## config.mk

```make
export PLATFORM = sky130hd
export DESIGN_NAME = rlp_stream_decoder_top_flat
export DESIGN_NICKNAME = d
export VERILOG_FILES = /design/src/hw/rtl/rlp_pkg.sv /design/src/hw/rtl/rlp_stream_if.sv /design/src/hw/rtl/rlp_stream_decoder_top.sv /design/src/hw/rtl/rlp_end_stack.sv /design/src/flat_wrapper.sv
export VERILOG_INCLUDE_DIRS = /design/src /design/src/hw/rtl
export SDC_FILE = /design/constraint.sdc
export NUM_CORES = 1
export LEC_CHECK = 0
export ABC_CLOCK_PERIOD_IN_PS = 10400
export BUFFER_PORTS_ARGS = -buffer_cell sky130_fd_sc_hd__buf_2
export CAP_MARGIN = 15
export CELL_PAD_IN_SITES_DETAIL_PLACEMENT = 0
export CELL_PAD_IN_SITES_GLOBAL_PLACEMENT = 1
export CORE_ASPECT_RATIO = 0.5
export CORE_UTILIZATION = 54
export DETAILED_ROUTE_END_ITERATION = 8
export MAX_ROUTING_LAYER = met4
export PLACE_DENSITY = 0.83
export REMOVE_ABC_BUFFERS = 1
export SLEW_MARGIN = 30
export SYNTH_ARGS = -nofsm -noshare
export SYNTH_HDL_FRONTEND = slang
export SYNTH_SLANG_ARGS = --single-unit
```

## constraint.sdc

```tcl
create_clock -name clk -period 10.4 [get_ports clk]
set_clock_uncertainty 0.2 [all_clocks]
set_input_delay 0.52 -clock clk [delete_from_list [all_inputs] [get_ports clk]]
set_output_delay 0.52 -clock clk [all_outputs]
set_load 0.02 [all_outputs]
```

## src/hw/rtl/rlp_stream_decoder_top_assert.svh

```systemverilog
// Assertion macros used by the RLP stream decoder top
`ifndef RLP_STREAM_DECODER_TOP_ASSERT_SVH
`define RLP_STREAM_DECODER_TOP_ASSERT_SVH
// Implication checked on every rising clock edge outside reset
`define RLP_ASSERT_IMP(lbl, clk, rst_n, ante, cons) \
	lbl: assert property (@(posedge clk) disable iff (!rst_n) (ante) |-> (cons)) \
		else $error("rlp assertion failed");
// Next-cycle implication checked outside reset
`define RLP_ASSERT_NXT(lbl, clk, rst_n, ante, cons) \
	lbl: assert property (@(posedge clk) disable iff (!rst_n) (ante) |=> (cons)) \
		else $error("rlp assertion failed");
`endif

```

## src/hw/rtl/rlp_pkg.sv

```systemverilog
// Types and constants of the RLP stream decoder
package rlp_pkg;
	localparam int unsigned POS_W = 32;
	localparam logic [POS_W-1:0] POS_MAX = '1;

	typedef enum logic [2:0] {
		KIND_STR_HDR = 3'd0,
		KIND_LIST_HDR = 3'd1,
		KIND_PAYLOAD = 3'd2,
		KIND_SINGLE = 3'd3,
		KIND_IGNORED = 3'd4
	} kind_t;

	typedef enum logic [2:0] {
		ERR_NONE = 3'd0,
		ERR_TRUNC = 3'd1,
		ERR_OVERRUN = 3'd2,
		ERR_DEEP = 3'd3,
		ERR_WIDE = 3'd4
	} err_t;

	localparam logic [7:0] STR_BASE = 8'h80;
	localparam logic [7:0] STR_LONG = 8'hb7;
	localparam logic [7:0] STR_LAST = 8'hbf;
	localparam logic [7:0] LIST_BASE = 8'hc0;
	localparam logic [7:0] LIST_LONG = 8'hf7;

	// Input and result payloads
	typedef struct packed {
		logic [7:0] byte_in;
		logic last_byte;
	} rlp_in_t;

	typedef struct packed {
		logic [2:0] kind;
		logic [7:0] data_out;
		logic [4:0] depth;
		logic string_done;
		logic [4:0] lists_closed;
		logic top_done;
		logic [2:0] error_code;
	} rlp_out_t;
endpackage

```

## src/hw/rtl/rlp_stream_if.sv

```systemverilog
// Valid/ready channel carrying one payload
interface rlp_stream_if #(parameter type payload_t = logic) ();
	logic valid;
	logic ready;
	payload_t data;
	modport source (output valid, output data, input ready);
	modport sink (input valid, input data, output ready);
endinterface

```

## src/hw/rtl/rlp_stream_decoder_top.sv

```systemverilog
// Top level of the RLP stream decoder: sequencer, shared compare unit, result register
//
// Channel | Dir | Payload                                             | Transfer
// in_ch   | in  | byte_in, last_byte                                  | valid & ready
// out_ch  | out | kind, data_out, depth, string_done, lists_closed,   | valid & ready
//         |     | top_done, error_code                                |
//
// A byte passes through accept, stack read, decide, pop check, result and hand-off with
// the receiver ready. Ignored and error bytes skip the pop check; a list push adds a
// stack re-read, and every list closed adds a re-read and a compare.
// The result sits in an output register; the next byte is accepted the cycle after it is taken.
// Reset clears all control state; the stack memory needs no clearing.
`include "rlp_stream_decoder_top_assert.svh"
module rlp_stream_decoder_top import rlp_pkg::*; #(
	parameter int unsigned MAX_DEPTH = 16,
	parameter int unsigned LEN_BITS = 32
) (
	input logic clk,
	input logic arst_n,
	rlp_stream_if.sink in_ch,
	rlp_stream_if.source out_ch
);
	localparam int unsigned AW = (MAX_DEPTH > 1) ? $clog2(MAX_DEPTH) : 1;
	localparam int unsigned OW = $clog2(MAX_DEPTH + 1);
	localparam int unsigned LW = (LEN_BITS > POS_W) ? LEN_BITS : POS_W;

	typedef enum logic [2:0] {
		ST_IDLE, ST_READ, ST_EVAL, ST_POP_RD, ST_POP_CMP, ST_OUT
	} state_t;
	typedef enum logic [2:0] {
		PH_PREFIX, PH_LENGTH, PH_PAYLOAD, PH_TRAILING, PH_DISCARD
	} phase_t;

	state_t state_q;
	phase_t phase_q;
	logic [7:0] byte_q;
	logic last_q;
	logic [OW-1:0] open_q;
	logic [POS_W-1:0] pos_q;
	logic [LW-1:0] len_q;
	logic [3:0] left_q;
	logic is_list_q;
	logic [POS_W-1:0] str_end_q;
	logic [OW-1:0] closed_q;
	logic completed_q;
	logic parsing_q;
	rlp_out_t res_q;
	logic out_valid_q;

	logic st_wr;
	logic [AW-1:0] st_waddr, st_raddr;
	logic [POS_W-1:0] st_wdata, st_rdata;

	rlp_end_stack #(.MAX_DEPTH(MAX_DEPTH)) u_stack (
		.clk(clk), .wr_en(st_wr), .wr_addr(st_waddr), .wr_data(st_wdata),
		.rd_addr(st_raddr), .rd_data(st_rdata)
	);

	logic [POS_W:0] pos_p1;
	assign pos_p1 = {1'b0, pos_q} + {{POS_W{1'b0}}, 1'b1};

	// Read the top entry; during pops the address follows open_q - 1
	logic [OW-1:0] top_idx;
	assign top_idx = open_q - OW'(1);
	assign st_raddr = AW'(top_idx);

	// Header evaluation in ST_EVAL: one add and compare unit
	logic hdr_now;
	logic [LW-1:0] hdr_len;
	logic hdr_list;
	logic [LW-1:0] acc_new;
	logic wide_acc;
	logic [LW:0] end_ext;
	logic [2:0] hdr_err;
	logic [POS_W-1:0] end_pos;
	logic [7:0] b;

	always_comb begin
		b = byte_q;
		hdr_now = 1'b0;
		hdr_len = '0;
		hdr_list = 1'b0;
		wide_acc = 1'b0;
		acc_new = {len_q[LW-9:0], byte_q};
		if (phase_q == PH_PREFIX) begin
			if (b >= STR_BASE && b <= STR_LONG) begin
				hdr_now = 1'b1;
				hdr_len = LW'(b - STR_BASE);
			end else if (b >= LIST_BASE && b <= LIST_LONG) begin
				hdr_now = 1'b1;
				hdr_list = 1'b1;
				hdr_len = LW'(b - LIST_BASE);
			end
		end else if (phase_q == PH_LENGTH) begin
			wide_acc = (len_q >> (LEN_BITS - 8)) != '0;
			hdr_now = !wide_acc && (left_q <= 4'd1);
			hdr_len = acc_new;
			hdr_list = is_list_q;
		end
		end_ext = {1'b0, hdr_len} + (LW+1)'(pos_q) + (LW+1)'(1);
		end_pos = end_ext[POS_W-1:0];
		hdr_err = ERR_NONE;
		if (wide_acc) begin
			hdr_err = ERR_WIDE;
		end else if (hdr_now) begin
			if ((LW > POS_W && (hdr_len >> POS_W) != '0) || end_ext > (LW+1)'(POS_MAX)) begin
				hdr_err = ERR_WIDE;
			end else if (open_q != '0 && end_ext > (LW+1)'(st_rdata)) begin
				hdr_err = ERR_OVERRUN;
			end else if (hdr_list && open_q >= OW'(MAX_DEPTH)) begin
				hdr_err = ERR_DEEP;
			end
		end
	end

	assign st_wr = (state_q == ST_EVAL) && hdr_now && hdr_list && hdr_err == ERR_NONE;
	assign st_waddr = AW'(open_q);
	assign st_wdata = end_pos;

	assign in_ch.ready = (state_q == ST_IDLE) && !out_valid_q;
	assign out_ch.valid = out_valid_q;
	assign out_ch.data = res_q;

	logic pop_hit;
	assign pop_hit = open_q != '0 && {1'b0, st_rdata} == pos_p1;

	// Sequencer: state, parse state and result register
	always_ff @(posedge clk or negedge arst_n) begin
		if (!arst_n) begin
			state_q <= ST_IDLE;
			phase_q <= PH_PREFIX;
			open_q <= '0;
			pos_q <= '0;
			len_q <= '0;
			left_q <= '0;
			is_list_q <= 1'b0;
			str_end_q <= '0;
			closed_q <= '0;
			completed_q <= 1'b0;
			parsing_q <= 1'b0;
			out_valid_q <= 1'b0;
			byte_q <= '0;
			last_q <= 1'b0;
			res_q <= '0;
		end else begin
			if (out_ch.valid && out_ch.ready) begin
				out_valid_q <= 1'b0;
			end
			unique case (state_q)
				ST_IDLE: begin
					if (in_ch.valid && in_ch.ready) begin
						byte_q <= in_ch.data.byte_in;
						last_q <= in_ch.data.last_byte;
						state_q <= ST_READ;
					end
				end
				ST_READ: begin
					state_q <= ST_EVAL;
				end
				ST_EVAL: begin
					res_q <= '0;
					res_q.data_out <= byte_q;
					res_q.kind <= KIND_IGNORED;
					closed_q <= '0;
					completed_q <= 1'b0;
					parsing_q <= phase_q == PH_PREFIX || phase_q == PH_LENGTH ||
						phase_q == PH_PAYLOAD;
					state_q <= ST_POP_CMP;
					if (phase_q == PH_PREFIX || phase_q == PH_LENGTH ||
							phase_q == PH_PAYLOAD) begin
						res_q.depth <= 5'(open_q);
					end
					unique case (phase_q)
						PH_PREFIX: begin
							if (byte_q < STR_BASE) begin
								res_q.kind <= KIND_SINGLE;
								res_q.string_done <= 1'b1;
								completed_q <= 1'b1;
							end else if (byte_q <= STR_LAST) begin
								res_q.kind <= KIND_STR_HDR;
							end else begin
								res_q.kind <= KIND_LIST_HDR;
							end
							if ((byte_q > STR_LONG && byte_q <= STR_LAST) ||
									byte_q > LIST_LONG) begin
								len_q <= '0;
								left_q <= (byte_q > LIST_LONG) ? 4'(byte_q - LIST_LONG) :
									4'(byte_q - STR_LONG);
								is_list_q <= byte_q > LIST_LONG;
								phase_q <= PH_LENGTH;
							end
						end
						PH_LENGTH: begin
							res_q.kind <= is_list_q ? KIND_LIST_HDR : KIND_STR_HDR;
							if (!wide_acc) begin
								len_q <= acc_new;
								if (left_q != '0) begin
									left_q <= left_q - 4'd1;
								end
							end
						end
						PH_PAYLOAD: begin
							res_q.kind <= KIND_PAYLOAD;
							if (pos_p1 >= {1'b0, str_end_q}) begin
								res_q.string_done <= 1'b1;
								completed_q <= 1'b1;
								phase_q <= PH_PREFIX;
							end
						end
						default: begin
						end
					endcase
					// Header completion
					if (hdr_err != ERR_NONE) begin
						res_q.error_code <= hdr_err;
						res_q.string_done <= 1'b0;
						phase_q <= PH_DISCARD;
						parsing_q <= 1'b0;
						state_q <= ST_OUT;
					end else if (hdr_now) begin
						if (hdr_list) begin
							open_q <= open_q + OW'(1);
							phase_q <= PH_PREFIX;
							state_q <= ST_POP_RD;
						end else if (hdr_len == '0) begin
							res_q.string_done <= 1'b1;
							completed_q <= 1'b1;
							phase_q <= PH_PREFIX;
						end else begin
							str_end_q <= end_pos;
							phase_q <= PH_PAYLOAD;
						end
					end
					if (!(phase_q == PH_PREFIX || phase_q == PH_LENGTH ||
							phase_q == PH_PAYLOAD)) begin
						state_q <= ST_OUT;
					end
				end
				ST_POP_RD: begin
					state_q <= ST_POP_CMP;
				end
				ST_POP_CMP: begin
					if (pop_hit) begin
						open_q <= open_q - OW'(1);
						closed_q <= closed_q + OW'(1);
						completed_q <= 1'b1;
						state_q <= ST_POP_RD;
					end else begin
						res_q.lists_closed <= 5'(closed_q);
						if (completed_q && open_q == '0) begin
							res_q.top_done <= 1'b1;
							phase_q <= PH_TRAILING;
						end
						state_q <= ST_OUT;
					end
				end
				ST_OUT: begin
					// Truncation check, end of buffer, position update
					if (last_q) begin
						if (res_q.error_code == ERR_NONE && parsing_q &&
								phase_q != PH_TRAILING) begin
							res_q.error_code <= ERR_TRUNC;
							res_q.string_done <= 1'b0;
							res_q.lists_closed <= '0;
							res_q.top_done <= 1'b0;
						end
						phase_q <= PH_PREFIX;
						open_q <= '0;
						pos_q <= '0;
						len_q <= '0;
						left_q <= '0;
						is_list_q <= 1'b0;
						str_end_q <= '0;
					end else if (pos_q != POS_MAX) begin
						pos_q <= pos_q + POS_W'(1);
					end
					out_valid_q <= 1'b1;
					state_q <= ST_IDLE;
				end
				default: state_q <= ST_IDLE;
			endcase
		end
	end

	`RLP_ASSERT_IMP(a_open_bound, clk, arst_n, 1'b1, open_q <= OW'(MAX_DEPTH))
	`RLP_ASSERT_IMP(a_no_accept_busy, clk, arst_n, state_q != ST_IDLE, !in_ch.ready)
	`RLP_ASSERT_NXT(a_result_after_out, clk, arst_n, state_q == ST_OUT, out_valid_q)
	`RLP_ASSERT_IMP(a_err_quiet, clk, arst_n, out_valid_q && res_q.error_code != ERR_NONE,
		!res_q.top_done && !res_q.string_done)
endmodule

```

## src/hw/rtl/rlp_end_stack.sv

```systemverilog
// Stack of list end positions, one push and one read per cycle
module rlp_end_stack import rlp_pkg::*; #(
	parameter int unsigned MAX_DEPTH = 16,
	localparam int unsigned AW = (MAX_DEPTH > 1) ? $clog2(MAX_DEPTH) : 1
) (
	input logic clk,
	input logic wr_en,
	input logic [AW-1:0] wr_addr,
	input logic [POS_W-1:0] wr_data,
	input logic [AW-1:0] rd_addr,
	output logic [POS_W-1:0] rd_data
);
	logic [POS_W-1:0] mem [MAX_DEPTH];

	// Registered read, one write port
	always_ff @(posedge clk) begin
		if (wr_en) begin
			mem[wr_addr] <= wr_data;
		end
		rd_data <= mem[rd_addr];
	end
endmodule

```

## src/flat_wrapper.sv

```systemverilog
// flat-port wrapper written by rule: the top's interface ports become plain ports
module rlp_stream_decoder_top_flat import rlp_pkg::*;
#(
	parameter int unsigned MAX_DEPTH = 16,
	parameter int unsigned LEN_BITS = 32
)
  (clk, arst_n, in_ch_valid, in_ch_data, in_ch_ready, out_ch_valid, out_ch_data, out_ch_ready);
  rlp_stream_if #(.payload_t(rlp_in_t)) in_ch_i ();
  rlp_stream_if #(.payload_t(rlp_out_t)) out_ch_i ();
  input logic clk;
  input logic arst_n;
  input wire logic [$bits(in_ch_i.valid)-1:0] in_ch_valid;
  input wire logic [$bits(in_ch_i.data)-1:0] in_ch_data;
  output wire logic [$bits(in_ch_i.ready)-1:0] in_ch_ready;
  output wire logic [$bits(out_ch_i.valid)-1:0] out_ch_valid;
  output wire logic [$bits(out_ch_i.data)-1:0] out_ch_data;
  input wire logic [$bits(out_ch_i.ready)-1:0] out_ch_ready;
  assign in_ch_i.valid = in_ch_valid;
  assign in_ch_i.data = in_ch_data;
  assign in_ch_ready = in_ch_i.ready;
  assign out_ch_valid = out_ch_i.valid;
  assign out_ch_data = out_ch_i.data;
  assign out_ch_i.ready = out_ch_ready;
  rlp_stream_decoder_top #(.MAX_DEPTH(MAX_DEPTH), .LEN_BITS(LEN_BITS)) u_core (.clk(clk), .arst_n(arst_n), .in_ch(in_ch_i), .out_ch(out_ch_i));
endmodule
```

==> metrics.txt <==
outcome finished, final reports clean; Die H approximately 180 um; total setup buffers inserted after CTS 0; Initial Util 54.89%; largest net degree at the start of global routing between 80 and 90; 1st-iter DRT viols ~2700; setup_tns 0 ps; CP Class reg -> reg; multi-input logic area around 12000 um^2; Tcrit/Tclk final between 90% and 100%; DR DRC count 0; slew margin rel. between 30% and 40%; register bit count reported by yosys 699; via/cell ratio between 6 and 7; Synth Flop Type edfxtp_1; Worst EP required 10460 ps; Slew Viols, Final 0; Synth Area in Adders between 4 and 5%; Net Sw Frac between 30% and 40%; post-synthesis mux area share 11.89%; CTS resizes 0; register area 19900 um^2; Seq/Total Area, Yosys 60.98%; Tot Pwr 10490 uW; Synth cell types 88; R2R depth 23; wire length per cell 30.28 um; CP cell instances or4_1, o41a_1, o311ai_1, and3_1, ha_1, o2111ai_1, o21ai_0, nor3b_1, o31a_1, o21a_1, a21o_1, a21oi_1, xnor2_2, ha_1, nand4_1, nor3_1, a2111oi_0, o221ai_1, a21oi_1, o211ai_1, a21boi_1, and3_1, and3_2; CTS Buf Count 60; Tmin final 9998 ps; ys async rst share 22.17%; vias in the first global route 20460; routed wire length 96550 um; MaxCap Viol Count 0; grt ovf 0; Sw Pwr 3905 uW; clk_lat worst skew ~650 ps; clock root buffer clkbuf_16; core area 59430 um^2; reg-to-reg startpoint u_core.b[5]; Peak supply drop 262.0 uV; Worst Max-Slew Pin Slew 1026 ps; Final Hold Vio Count 0; Synth Area in XOR/XNOR 2.324%; fill count 4311; worst r2r dst u_core.u_stack.mem[15][4]; Layout Utilization 61.10%; PwrDens 288.8 nW/um^2; Int Pwr 6582 uW; largest area contributor in the netlist edfxtp_1; Top Ports 41; routed vias 21340; DRT Pass-1 Iters 8; Critical Path End Type register; crit path capture u_core.u_stack.mem[15][4]; synth top area cells edfxtp_1 (47%), dfrtp_1 (12%), mux4_2 (11%); Avg Inst Size Synth between 10 and 15 um^2; H-tree depth 2; initial antenna violation count 2; Worst EP arrival a little over 10000 ps; first element of the critical path u_core.b[5]; Rows 63; CP max stage delay 1020 ps; # clock sinks 699; I/O Buffers 40; post-synthesis compound-gate area fraction 9.826%; setup slack, reg-to-reg 400 ps; Seq pwr share 36.6%; global-route wire length before repair 141600 um; CTS clk-pin slew, worst paths 70 ps; Post-DP HPWL 61440 um; Cells after Synth 2272; synthesized cell area 32620 um^2; yosys warns 0; fraction of power consumed by combinational cells 38.8%; Post-synth EDFFs 512; fin nets 2450; share of layout cells above drive strength 1 17.59%; CTS tree yes; Detail Route Antenna Nets 0; DIE AREA 61460 um^2; worst-path maximum fanout 32; slowest CP cell and3_2; Total GRT Usage about a third; Area growth, synth to finish 11.32%; startpoint types register; CTS max path bufs 3; largest family of logic cells by synthesized area multiplexers; HP Class reg -> reg; Leak 0.01381 uW; Setup Viol. Count Final 0; Die Span X 349.6 um; worst hold slack 270.7 ps; GP Congestion ~1.0; Clock Power Share 24.6%; Fmax 100.0 MHz; top-area cell type share of the netlist area ~47%; Simple-Gate Fraction of Synth Area 8.115%
## per-layer routing
layer	vias up	routed length, um	global-route usage (%)	part of all wire, %
met1	10850	41310	47.68	43
met2	1295	43360	48.35	45
met3	167	9189	5.168	9.5
met4	0	2683	8.754	2.8
met5	-	0	-	0
li1	9023	-	-	-
## cell usage in the layout (no fill, tap or decap), types with 17 or more instances in the layout
cell type    n
dfrtp_1    154
inv_1      108
nand3_1     56
xor2_1      24
dfxtp_1     32
buf_2       39
clkbuf_16   60
nor2_1      87
ha_1       108
and3_1      17
mux2_2      19
o21ai_0     95
o31ai_1     39
o21a_1      21
nand4_1     40
nor3_1      24
nand2_1    142
mux4_2     160
a21o_1      53
bufinv_16   17
buf_4       49
a21oi_1     73
nor4_1      24
a22o_1      50
edfxtp_1   512
xnor2_1     57
## flip-flops by register name, summed over array words and instances, names as in the netlist
name,flops
u_core.left_q,4
u_core.last_q,1
u_core.str_end_q,32
u_core.closed_q,5
u_core.len_q,32
u_core.is_list_q,1
u_core.completed_q,1
u_core.phase_q,3
u_core.u_stack.mem,512
u_core.open_q,5
u_core.parsing_q,1
u_core.pos_q,32
u_core.out_ch.data,26
u_core.b,8
u_core.u_stack.rd_data,32
u_core.state_q,3
u_core.out_ch.valid,1
## critical path: cells and delay by family, from the launching register on
kind            cells  cell delay, ps
compound gates     13            4190
simple gates        7            3390
xor+xnor            1             670
fa+ha+maj           2             650
flops               1             470
## Yosys cell counts, types with 32 or more instances
| master | instances |
|---|---|
| o31ai_1 | 39 |
| nor2_1 | 89 |
| mux4_2 | 160 |
| a22o_1 | 50 |
| clkbuf_1 | 83 |
| a21o_1 | 53 |
| a21oi_1 | 74 |
| xnor2_1 | 60 |
| nand2_1 | 142 |
| and3_1 | 32 |
| edfxtp_1 | 512 |
| inv_1 | 108 |
| dfrtp_1 | 155 |
| dfxtp_1 | 32 |
| nand4_1 | 40 |
| ha_1 | 109 |
| nand3_1 | 56 |
| o21ai_0 | 96 |
## stage by stage
step / cell area [um^2] / worst slack, ps / cells
after detailed placement: 33900 / 935.9 / 3065
after CTS: 36240 / 670.8 / 3187
after floorplan: 32190 / 500.6 / 2161
after global placement: 33890 / 831.7 / 3065
after global routing: 36320 / -8.655 / 3189
final: 36320 / 402.0 / 3189
## area by class of cell
class	count	area share (%)
inverters	109	1.127
clock buffers	69	4.255
well taps	812	2.798
multi-input cells	1354	33.15
diodes	1	0.006891
flip-flops and latches	699	54.79
repair buffers	103	1.978
clock inverters	42	1.898
## power groups by stage
stage | combinational [uW] | sequential [uW] | clock, uW
final | 4070 | 3840 | 2580
after global routing | 4290 | 3860 | 2710
after CTS | 4000 | 3820 | 2600
after detailed placement | 3910 | 3880 | 0
after global placement | 3830 | 3880 | 0
after floorplan | 2670 | 3850 | 0
## worst min path at each step
stage | start | endpoint | cells past startpoint
floorplan | arst_n | u_core.b[0] | 0
global placement | u_core.parsing_q | u_core.parsing_q | 2
detailed placement | u_core.parsing_q | u_core.parsing_q | 2
CTS | u_core.parsing_q | u_core.parsing_q | 2
global route | u_core.parsing_q | u_core.parsing_q | 2
finish | u_core.out_ch.data[22] | u_core.out_ch.data[22] | 2
## kinds of logic after synthesis
logic type      after synthesis
flops                       699
mux                         185
buf+inv                     220
compound gates              460
simple gates                512
fa+ha+maj                   111
xor+xnor                     85
## repair_timing
action | 4_1_cts | 5_1_grt
setup endpoints to repair | 0 | 12
endpoints found under the hold margin | 96 | 0
hold buffers | 11 | 0
(Power assumes the default switching activity.)
